## src/rtl/csu_pkg.sv

```systemverilog
// Shared types and constants for the cosine similarity unit.
package csu_pkg;

  localparam int ELEM_W  = 16;
  localparam int PROD_W  = 2 * ELEM_W;
  localparam int ACC_W   = 48;
  localparam int NPROD_W = 2 * ACC_W;
  localparam int WIDE_W  = 128;
  localparam int SIM_W   = 16;
  localparam int R_W     = 15;
  localparam int ODD2_W  = 2 * R_W;
  localparam int RSHIFT  = 30;

  localparam logic [ACC_W-1:0] ACC_POS_MAX = {1'b0, {(ACC_W-1){1'b1}}};
  localparam logic [ACC_W-1:0] ACC_NEG_MIN = {1'b1, {(ACC_W-1){1'b0}}};
  localparam logic [R_W-1:0]   ONE_Q14     = R_W'(16384);

  // Operand pair loaded into the shift-add multiplier
  typedef enum logic [1:0] {
    MSEL_NORMS = 2'd0,
    MSEL_DOT   = 2'd1,
    MSEL_TRIAL = 2'd2
  } mul_sel_t;

  typedef struct packed {
    logic     acc_en;
    logic     acc_clr;
    logic     mul_start;
    mul_sel_t mul_sel;
    logic     store_p;
    logic     store_r;
    logic     srch_init;
    logic     srch_prep;
    logic     srch_upd;
    logic     load_out;
  } cmd_t;

  typedef struct packed {
    logic mul_busy;
    logic zero_norm;
    logic srch_done;
  } status_t;

endpackage

```

## src/rtl/csu_dp.sv

```systemverilog
// Datapath: accumulators, shift-add multiplier, binary search and result register.
module csu_dp (
  input  logic                              clk,
  input  logic                              rst_n,
  input  csu_pkg::cmd_t                     cmd,
  output csu_pkg::status_t                  status,
  input  logic signed [csu_pkg::ELEM_W-1:0] in_elem_a,
  input  logic signed [csu_pkg::ELEM_W-1:0] in_elem_b,
  output logic signed [csu_pkg::SIM_W-1:0]  out_similarity,
  output logic                              out_zero_norm
);
  import csu_pkg::*;

  logic signed [ACC_W-1:0] dot_r, dot_nxt;
  logic [ACC_W-1:0]        na_r, na_nxt, nb_r, nb_nxt;
  logic signed [PROD_W-1:0] p_ab, p_aa, p_bb;
  logic signed [ACC_W:0]   dsum;
  logic [ACC_W:0]          asum, bsum;
  logic [ACC_W-1:0]        dmag;

  logic [WIDE_W-1:0]       mcand_r, prod_r;
  logic [ACC_W-1:0]        mplier_r;
  logic [NPROD_W-1:0]      pn_r;
  logic [WIDE_W-1:0]       rhs_r;
  logic [R_W-1:0]          lo_r, hi_r, mid_r;
  logic [ODD2_W-1:0]       odd2_r;
  logic [R_W:0]            mid_sum;
  logic [R_W-1:0]          mid_c, odd_c;
  logic signed [SIM_W-1:0] sim_r;
  logic                    zero_r;

  // Element products and saturating accumulation
  always_comb begin
    p_ab = in_elem_a * in_elem_b;
    p_aa = in_elem_a * in_elem_a;
    p_bb = in_elem_b * in_elem_b;
    dsum = $signed({dot_r[ACC_W-1], dot_r}) + (ACC_W+1)'(p_ab);
    asum = {1'b0, na_r} + (ACC_W+1)'($unsigned(p_aa));
    bsum = {1'b0, nb_r} + (ACC_W+1)'($unsigned(p_bb));
    if (dsum[ACC_W] != dsum[ACC_W-1]) begin
      dot_nxt = dsum[ACC_W] ? ACC_NEG_MIN : ACC_POS_MAX;
    end else begin
      dot_nxt = dsum[ACC_W-1:0];
    end
    na_nxt = (asum[ACC_W] | asum[ACC_W-1]) ? ACC_POS_MAX : asum[ACC_W-1:0];
    nb_nxt = (bsum[ACC_W] | bsum[ACC_W-1]) ? ACC_POS_MAX : bsum[ACC_W-1:0];
    dmag   = dot_r[ACC_W-1] ? ACC_W'(-dot_r) : dot_r;
  end

  always_ff @(posedge clk) begin
    if (!rst_n || cmd.acc_clr) begin
      dot_r <= '0;
      na_r  <= '0;
      nb_r  <= '0;
    end else if (cmd.acc_en) begin
      dot_r <= dot_nxt;
      na_r  <= na_nxt;
      nb_r  <= nb_nxt;
    end
  end

  // Shift-add multiplier: one conditional add per cycle until the multiplier is spent
  always_ff @(posedge clk) begin
    if (cmd.mul_start) begin
      prod_r <= '0;
      case (cmd.mul_sel)
        MSEL_NORMS: begin
          mcand_r  <= WIDE_W'(na_r);
          mplier_r <= nb_r;
        end
        MSEL_DOT: begin
          mcand_r  <= WIDE_W'(dmag);
          mplier_r <= dmag;
        end
        MSEL_TRIAL: begin
          mcand_r  <= WIDE_W'(pn_r);
          mplier_r <= ACC_W'(odd2_r);
        end
        default: begin
          mcand_r  <= '0;
          mplier_r <= '0;
        end
      endcase
    end else if (mplier_r != '0) begin
      if (mplier_r[0]) prod_r <= prod_r + mcand_r;
      mcand_r  <= mcand_r << 1;
      mplier_r <= mplier_r >> 1;
    end
  end

  // Stored norm product and scaled squared dot
  always_ff @(posedge clk) begin
    if (cmd.store_p) pn_r <= prod_r[NPROD_W-1:0];
    if (cmd.store_r) rhs_r <= prod_r << RSHIFT;
  end

  // Binary search for the largest r with (2r-1)^2 * P <= D^2 * 2^30
  always_comb begin
    mid_sum = {1'b0, lo_r} + {1'b0, hi_r} + (R_W+1)'(1);
    mid_c   = mid_sum[R_W:1];
    odd_c   = R_W'({mid_c, 1'b0} - (R_W+1)'(1));
  end

  always_ff @(posedge clk) begin
    if (cmd.srch_init) begin
      lo_r <= '0;
      hi_r <= ONE_Q14;
    end else if (cmd.srch_upd) begin
      if (prod_r <= rhs_r) lo_r <= mid_r;
      else hi_r <= mid_r - R_W'(1);
    end
    if (cmd.srch_prep) begin
      mid_r  <= mid_c;
      odd2_r <= odd_c * odd_c;
    end
  end

  // Result register
  always_ff @(posedge clk) begin
    if (cmd.load_out) begin
      zero_r <= status.zero_norm;
      if (status.zero_norm) sim_r <= '0;
      else if (dot_r[ACC_W-1]) sim_r <= -$signed(SIM_W'(lo_r));
      else sim_r <= $signed(SIM_W'(lo_r));
    end
  end

  assign status.mul_busy  = (mplier_r != '0);
  assign status.zero_norm = (na_r == '0) || (nb_r == '0);
  assign status.srch_done = (lo_r == hi_r);
  assign out_similarity   = sim_r;
  assign out_zero_norm    = zero_r;

endmodule

```

## src/rtl/csu_ctrl.sv

```systemverilog
// Controller: sequences accumulation, root-free ratio search and result handoff.
module csu_ctrl (
  input  logic             clk,
  input  logic             rst_n,
  input  logic             in_valid,
  input  logic             in_last_pair,
  output logic             in_stall,
  output logic             out_valid,
  input  logic             out_stall,
  output csu_pkg::cmd_t    cmd,
  input  csu_pkg::status_t status
);
  import csu_pkg::*;

  typedef enum logic [3:0] {
    S_IDLE, S_CHECK, S_WAIT_P, S_WAIT_R, S_SEARCH,
    S_START_T, S_WAIT_T, S_FINISH
  } state_t;

  state_t state_r, state_nxt;
  logic   out_valid_r, out_valid_nxt;
  logic   out_free;

  assign in_stall  = (state_r != S_IDLE);
  assign out_valid = out_valid_r;
  assign out_free  = !out_valid_r || !out_stall;

  // Commands and next state
  always_comb begin
    cmd           = '0;
    cmd.mul_sel   = MSEL_NORMS;
    state_nxt     = state_r;
    out_valid_nxt = out_valid_r && out_stall;
    case (state_r)
      S_IDLE: begin
        cmd.acc_en = in_valid;
        if (in_valid && in_last_pair) state_nxt = S_CHECK;
      end
      S_CHECK: begin
        if (status.zero_norm) begin
          state_nxt = S_FINISH;
        end else begin
          cmd.mul_start = 1'b1;
          cmd.mul_sel   = MSEL_NORMS;
          cmd.srch_init = 1'b1;
          state_nxt     = S_WAIT_P;
        end
      end
      S_WAIT_P: begin
        if (!status.mul_busy) begin
          cmd.store_p   = 1'b1;
          cmd.mul_start = 1'b1;
          cmd.mul_sel   = MSEL_DOT;
          state_nxt     = S_WAIT_R;
        end
      end
      S_WAIT_R: begin
        if (!status.mul_busy) begin
          cmd.store_r = 1'b1;
          state_nxt   = S_SEARCH;
        end
      end
      S_SEARCH: begin
        if (status.srch_done) begin
          state_nxt = S_FINISH;
        end else begin
          cmd.srch_prep = 1'b1;
          state_nxt     = S_START_T;
        end
      end
      S_START_T: begin
        cmd.mul_start = 1'b1;
        cmd.mul_sel   = MSEL_TRIAL;
        state_nxt     = S_WAIT_T;
      end
      S_WAIT_T: begin
        if (!status.mul_busy) begin
          cmd.srch_upd = 1'b1;
          state_nxt    = S_SEARCH;
        end
      end
      S_FINISH: begin
        if (out_free) begin
          cmd.load_out  = 1'b1;
          cmd.acc_clr   = 1'b1;
          out_valid_nxt = 1'b1;
          state_nxt     = S_IDLE;
        end
      end
      default: state_nxt = S_IDLE;
    endcase
  end

  // State and output valid
  always_ff @(posedge clk) begin
    if (!rst_n) begin
      state_r     <= S_IDLE;
      out_valid_r <= 1'b0;
    end else begin
      state_r     <= state_nxt;
      out_valid_r <= out_valid_nxt;
    end
  end

endmodule

```

## src/rtl/cosine_similarity_unit.sv

```systemverilog
// Cosine similarity unit: streams element pairs, emits signed Q2.14 similarity.
// Throughput: one pair beat per cycle while accumulating; input stalls after a last pair.
// The time from a last pair to its result is set by the shared shift-add multiplier
// (one bit of multiplier per cycle) and by the output register freeing up.
// The result waits in an output register; new pairs are taken while it waits.
// Synchronous active-low reset clears the accumulators and the controller.
module cosine_similarity_unit (
  input  logic                              clk,
  input  logic                              rst_n,
  input  logic                              in_valid,
  output logic                              in_stall,
  input  logic signed [csu_pkg::ELEM_W-1:0] in_elem_a,
  input  logic signed [csu_pkg::ELEM_W-1:0] in_elem_b,
  input  logic                              in_last_pair,
  output logic                              out_valid,
  input  logic                              out_stall,
  output logic signed [csu_pkg::SIM_W-1:0]  out_similarity,
  output logic                              out_zero_norm
);
  import csu_pkg::*;

  cmd_t    cmd;
  status_t status;

  csu_ctrl u_ctrl (
    .clk          (clk),
    .rst_n        (rst_n),
    .in_valid     (in_valid),
    .in_last_pair (in_last_pair),
    .in_stall     (in_stall),
    .out_valid    (out_valid),
    .out_stall    (out_stall),
    .cmd          (cmd),
    .status       (status)
  );

  csu_dp u_dp (
    .clk            (clk),
    .rst_n          (rst_n),
    .cmd            (cmd),
    .status         (status),
    .in_elem_a      (in_elem_a),
    .in_elem_b      (in_elem_b),
    .out_similarity (out_similarity),
    .out_zero_norm  (out_zero_norm)
  );

endmodule

```

## config.mk

```make
export PLATFORM = sky130hd
export DESIGN_NAME = cosine_similarity_unit
export DESIGN_NICKNAME = d
export VERILOG_FILES = /design/src/rtl/csu_pkg.sv /design/src/rtl/csu_dp.sv /design/src/rtl/csu_ctrl.sv /design/src/rtl/cosine_similarity_unit.sv
export SDC_FILE = /design/constraint.sdc
export NUM_CORES = 2
export LEC_CHECK = 0
export BUFFER_PORTS_ARGS = -buffer_cell sky130_fd_sc_hd__buf_2
export CAP_MARGIN = 5
export CORE_MARGIN = 5
export CORE_UTILIZATION = 39
export DETAILED_ROUTE_END_ITERATION = 8
export HOLD_SLACK_MARGIN = 0.06
export PLACE_DENSITY = 0.53
export SYNTH_ARGS = -nofsm -noshare
export SYNTH_HDL_FRONTEND = slang
export SYNTH_HIERARCHICAL = 1
export SYNTH_SLANG_ARGS = --single-unit
```

## constraint.sdc

```tcl
create_clock -name clk -period 15.5 [get_ports clk]
set_clock_uncertainty 0.2 [all_clocks]
set_input_delay 3.1 -clock clk [delete_from_list [all_inputs] [get_ports clk]]
set_output_delay 3.1 -clock clk [all_outputs]
set_load 0.02 [all_outputs]
```

Word-level counts from Yosys, hierarchy flattened
Cells that the tools add are included.
{"block": "word_totals", "ff_bits": 739, "output_inout_bits": 19, "in_bits": 37}
{"block": "op_classes", "n_reduce_logical": 21, "order_cmp": 1, "mux": 35, "bitwise_logic": 4, "eq_ne": 15, "n_addsub": 10, "multipliers": 4}
{"operator": "$mux 48", "n": 7}
{"operator": "$pmux 96 s3", "n": 1}
{"operator": "$mux 128", "n": 2}
{"operator": "$add 48x32->49", "n": 3}
{"operator": "$pmux 48 s3", "n": 1}
{"operator": "$add 128x128->128", "n": 1}
{"operator": "$le 128x128->1", "n": 1}
{"operator": "$logic_not 48->1", "n": 2}
{"operator": "$mul 16x16->32", "n": 3}
{"operator": "$neg 48->48", "n": 1}
{"operator": "$reduce_bool 48->1", "n": 1}
{"operator": "$mul 15x15->30", "n": 1}
{"operator": "$sub 15x1->15 const B", "n": 2}
{"operator": "$pmux 4 s7", "n": 1}
{"operator": "$mux 4", "n": 5}
{"operator": "$add 15x15->16", "n": 1}
{"operator": "$add 16x1->16 const B", "n": 1}
{"operator": "$eq 4x3->1 const B", "n": 4}
{"operator": "$neg 15->16", "n": 1}
{"operator": "$eq 15x15->1", "n": 1}
{"operator": "$mux 15", "n": 1}
{"operator": "$mux 1", "n": 13}
{"operator": "$pmux 3 s3", "n": 1}
{"operator": "$eq 4x2->1 const B", "n": 2}
{"operator": "20 further kinds", "n": 33}

Depth between registers and ports, before layout
{"block": "logic_depth", "ltp_word": 7, "depth_mapped": 41, "depth_no_buf": 39}

Modules after synthesis
The synthesis kept the hierarchy.
{"mod": "csu_dp", "cells_per_inst": 8580, "area_per_inst_um2": 80184.4, "seq_area_each_um2": 18898.1, "instances": 1}
{"mod": "csu_ctrl", "cells_per_inst": 45, "area_per_inst_um2": 329.1, "seq_area_each_um2": 80.1, "instances": 1}

Worst setup path after synthesis
OpenSTA, ideal clock, no wires.
{"block": "synth_timing", "path_type": "flip-flop to flip-flop", "start": "register u_dp.mplier_r[23]", "end": "register u_dp.mcand_r[0], enable pin", "arrival_ns": 13.178, "path_stages_with_launch": 10, "setup_time_ns": 0.568, "synth_period_minus_slack_ns": 13.946, "slack_ns": 1.554, "cell_sequence": "edfxtp_1 > nor4_1 > nand4_1 > or3_1 > nor3_1 > o21bai_1 > clkbuf_1 > clkinv_1 > clkbuf_1 > nand2b_1"}
{"element": "from (decl)", "line_no": "csu_dp.sv:22", "source": "logic [ACC_W-1:0] mplier_r;"}
{"element": "from (signal assigned)", "line_no": "csu_dp.sv:69", "source": "mplier_r <= nb_r;"}
{"element": "from (signal assigned)", "line_no": "csu_dp.sv:73", "source": "mplier_r <= dmag;"}
{"element": "from (signal assigned)", "line_no": "csu_dp.sv:77", "source": "mplier_r <= ACC_W'(odd2_r);"}
{"element": "to (signal assigned)", "line_no": "csu_dp.sv:68", "source": "mcand_r <= WIDE_W'(na_r);"}
{"element": "to (signal assigned)", "line_no": "csu_dp.sv:72", "source": "mcand_r <= WIDE_W'(dmag);"}
{"element": "to (signal assigned)", "line_no": "csu_dp.sv:76", "source": "mcand_r <= WIDE_W'(pn_r);"}
{"element": "to (decl)", "line_no": "csu_dp.sv:21", "source": "logic [WIDE_W-1:0] mcand_r, prod_r;"}

Final worst setup path
{"block": "layout_timing", "start": "input port in_elem_b[1] in the netlist's numbering", "end": "register u_dp.nb_r[8]"}
{"block": "layout_between", "elab_chain_cells": 4}
{"element": "from (decl)", "line_no": "cosine_similarity_unit.sv:13", "source": "input logic signed [csu_pkg::ELEM_W-1:0] in_elem_b,"}
{"element": "$mul 16x16->32 *", "line_no": "csu_dp.sv:36", "source": "p_bb = in_elem_b * in_elem_b;"}
{"element": "$add 48x32->49 *", "line_no": "csu_dp.sv:39", "source": "bsum = {1'b0, nb_r} + (ACC_W+1)'($unsigned(p_bb));"}
{"element": "$or 1x1->1", "line_no": "csu_dp.sv:46", "source": "nb_nxt = (bsum[ACC_W] | bsum[ACC_W-1]) ? ACC_POS_MAX : bsum[ACC_W-1:0];"}
{"element": "$mux 48 *", "line_no": "csu_dp.sv:46"}
{"element": "to (signal assigned)", "line_no": "csu_dp.sv:58", "source": "nb_r <= nb_nxt;"}
{"element": "to (decl)", "line_no": "csu_dp.sv:15", "source": "logic [ACC_W-1:0] na_r, na_nxt, nb_r, nb_nxt;"}
Every way passes the cells marked *; elsewhere a longest branch is shown, timed or not.
A chain may end at the register's enable or synchronous reset.

==> impl_metrics.py <==
metrics = {
    "layout": {
        "layout.core_utilization_pct": 42.2,
        "finalNonFillerCells": 11300,
        "design.final.nets": 10200,
        "layout_cells_sized_above_1_pct": 4.69,
        "layout-area-overhead-vs-synth_pct": 7.47,
        "most-common-layout-cells": "inv_1, fa_1, ha_1",
        "final_common_cell": "inv_1",
        "n_fill_cell": 20100,
    },
    "floorplan": {
        "initial_core_util_pct": 39.3,
        "coreArea_mm2": 0.205,
        "dieWidth_um": 464,
        "die-area_mm2": 0.216,
        "die_h_um": 464,
        "core.rowCount": 166,
        "io_pins": 56,
    },
    "min_path": {
        "holdCritPathClass": "reg2reg",
    },
    "yosys": {
        "synthesis.nets": 10300,
        "syn_inst": 8625,
        "synth_edf_count": 428,
        "xor_and_xnor_area_share_after_synthesis_pct": 4.79,
        "ys.warnings.count": 6,
        "synthDistinctLibCells": 87,
        "synthAdderAreaFrac_pct": 35.4,
        "synthSimpleGateAreaFrac_pct": 12.2,
        "synth_top_family_by_area": "adder cells",
        "synth_top_flop_cell": "edfxtp_1",
        "post_synth_mux_area_share_pct": 2.22,
        "syn_avg_cell_area_um2": 9.33,
        "mappedNetlistArea_mm2": 0.0805,
        "synth-seq-cells": 734,
        "synth_area_in_compound_gates_pct": 13.7,
        "sequential_to_total_area_share_from_yosys_stat_pct": 23.6,
        "synth_async_sr_flop_share_pct": 0,
    },
    "drt": {
        "initialDrtViolationCount": 4435,
        "remaining_routing_drc_violations": 0,
        "wl_met1_mm": 102,
        "drt-pass1-iter-count": 5,
        "drt-total-wl_mm": 232,
        "vias": 60900,
        "via_density_per_instance": 5.41,
        "routed-wl-met3_mm": 14.5,
        "wire_per_inst_um": 20.6,
        "met2RoutedLength_mm": 109,
        "highest_layer": "met5",
        "final_antenna_net_count": 0,
    },
    "timing": {
        "timing_worst_slew_pin_value_ns": 1.34,
        "fmaxAchievable_ghz": 0.0788,
        "finalSetupViolations": 0,
        "post_route_setup_slack_ns": 2.82,
        "post-route-min-period_ns": 12.68,
        "grt_setup_unrepaired": "no",
        "max_slew_margin_pct": 9.97,
        "drv_slew": 0,
        "setup-tns-final_ns": 0,
        "hold_vio_cnt_final": 0,
        "fin_crit_share_pct": 81.8,
    },
    "place": {
        "pre_cts_slack_ns": 2.16,
        "port_buffers": 55,
        "gpl.final_weighted_congestion": 0.918,
        "detailed_place_hpwl_mm": 182,
        "dpl.cell_count": 11100,
    },
    "global_routing": {
        "grt_start_max_net_pins": 199,
        "grt_overflow": 0,
        "global_route.usage.total_pct": 21.6,
        "grt_first_pass_wirelength_mm": 368,
        "antenna_found_initial": 10,
        "grt_pass1_vias": 63500,
    },
    "cts": {
        "postCtsResizedCells": 0,
        "total_of_hold_buffers_inserted_after_clock_tree_synthesis": 0,
        "cts.repair_timing.setup_buffer_count": 0,
        "cts_buffer_depth": 3,
        "cts_tree": "built",
        "h-tree-depth": 3,
        "worst_setup_hold_path_clk_slew_ns": 0.06,
        "number_of_clock_sinks": 734,
        "cts-buffers-inserted": 88,
        "clock_root_cell": "clkbuf_16",
        "clk-insertion-delay-late_ns": 0.73,
    },
    "outcome": {
        "run_status": "finished, final reports clean",
    },
    "setup_path": {
        "critical_path.max_fanout": 35,
        "setup.worst_path.end_class": "flip-flop",
        "path_class": "in2reg",
        "worst_ep_required_time_ns": 15.84,
        "critPathLaunchType": "input port",
        "max_stage_delay_ns": 0.84,
        "slowest_stage_cell_on_the_critical_path": "a2111oi_0",
        "cp_common_cell": "a21oi_1",
        "crit_arrival_ns": 13.02,
    },
    "flow_run": {
        "max_cap_viol_count": 0,
    },
}
[metal layers]
metal / track usage (%) / up-vias
li1: - / 28500
met1: 29.6 / 30500
met2: 35.9 / 1578
met3: 3.38 / 296
met4: 5.02 / 4
met5: 0 / -
[flip-flops by register name, summed over array words and instances (netlist names)]
register,flops
u_dp/mcand_r,128
u_dp/prod_r,128
u_dp/rhs_r,98
u_dp/pn_r,96
u_dp/dot_r,48
u_dp/mplier_r,48
u_dp/na_r,48
u_dp/nb_r,48
u_dp/odd2_r,26
u_dp/out_similarity,16
u_dp/hi_r,15
u_dp/lo_r,15
u_dp/mid_r,15
u_ctrl/state_r,3
u_ctrl/out_valid,1
u_dp/out_zero_norm,1
[synthesized netlist by cell type, drive strengths merged, types with 18 or more instances]
master	n	area [um2]
o21bai	69	518
dfxtp	306	6130
o21a	61	458
fa	985	19700
and3	32	200
clkbuf	315	1230
nand4	123	769
nor2	645	2420
mux2	67	754
nand3	67	335
mux2i	103	1030
a31oi	94	588
inv	1366	5130
nand2b	67	419
o31ai	39	312
xnor2	260	2280
nor2b	70	438
buf	31	166
edfxtp	428	12900
a21boi	21	158
nor4	62	394
or3	36	225
a21o	211	1580
o211ai	20	150
o41ai	18	165
ha	701	8770
a21oi	626	3130
o21ai	413	2070
a211oi	42	315
xor2	180	1580
and2	195	1220
a22o	54	473
nor3	58	300
nand2	646	2420
[cell type report]
| class | count | area, um2 | area share [%] |
|---|---|---|---|
| multi-input cells | 6169 | 55100 | 63.7 |
| well taps | 2688 | 3360 | 3.89 |
| clock inverters | 52 | 671 | 0.775 |
| diodes | 4 | 10.0 | 0.0116 |
| flip-flops and latches | 734 | 19000 | 21.9 |
| clock buffers | 114 | 2380 | 2.76 |
| repair buffers | 128 | 873 | 1.01 |
| inverters | 1376 | 5160 | 5.97 |
[stage by stage]
step / hold WS (ns) / instance area, um2
2_1_floorplan: 0.254 / 80500
5_1_grt: 0.275 / 86500
4_1_cts: 0.265 / 86500
3_5_place_dp: 0.283 / 83500
3_3_place_gp: 0.283 / 83500
6_report: 0.280 / 86500
[logic make-up (layout without fill, tap and decap cells)]
family | after synthesis | count (layout)
compound gates | 1787 | 1787
simple gates | 2081 | 2081
fa+ha+maj | 1691 | 1691
mux | 170 | 170
buf+inv | 1722 | 1670
xor+xnor | 440 | 440
flops | 734 | 734
other cells | 0 | 4
[final timing paths]
path | depth (start not counted) | slack [ns] | end | startpoint
setup / recovery | 36 | 2.82 | u_dp/nb_r[8]$_SDFFE_PP0P_ | in_elem_b[1]
hold / removal | 1 | 0.28 | u_dp/mcand_r[54]$_DFFE_PP_ | u_dp/pn_r[54]$_DFFE_PP_
setup reg to reg | 34 | 4.39 | u_dp/odd2_r[29]$_DFFE_PP_ | u_dp/lo_r[0]$_SDFFE_PP0P_
hold reg to reg | 1 | 0.28 | u_dp/mcand_r[54]$_DFFE_PP_ | u_dp/pn_r[54]$_DFFE_PP_
[worst max-delay path: cells and delay by family]
kind | cells | cell delay (ns)
compound gates | 16 | 3.59
xor+xnor | 1 | 0.10
fa+ha+maj | 8 | 3.74
buf+inv | 6 | 1.32
simple gates | 5 | 1.16
Power is left out: the tool's default activity adds up to more than one toggle a clock period on the data nets, which glitch-free logic cannot reach.
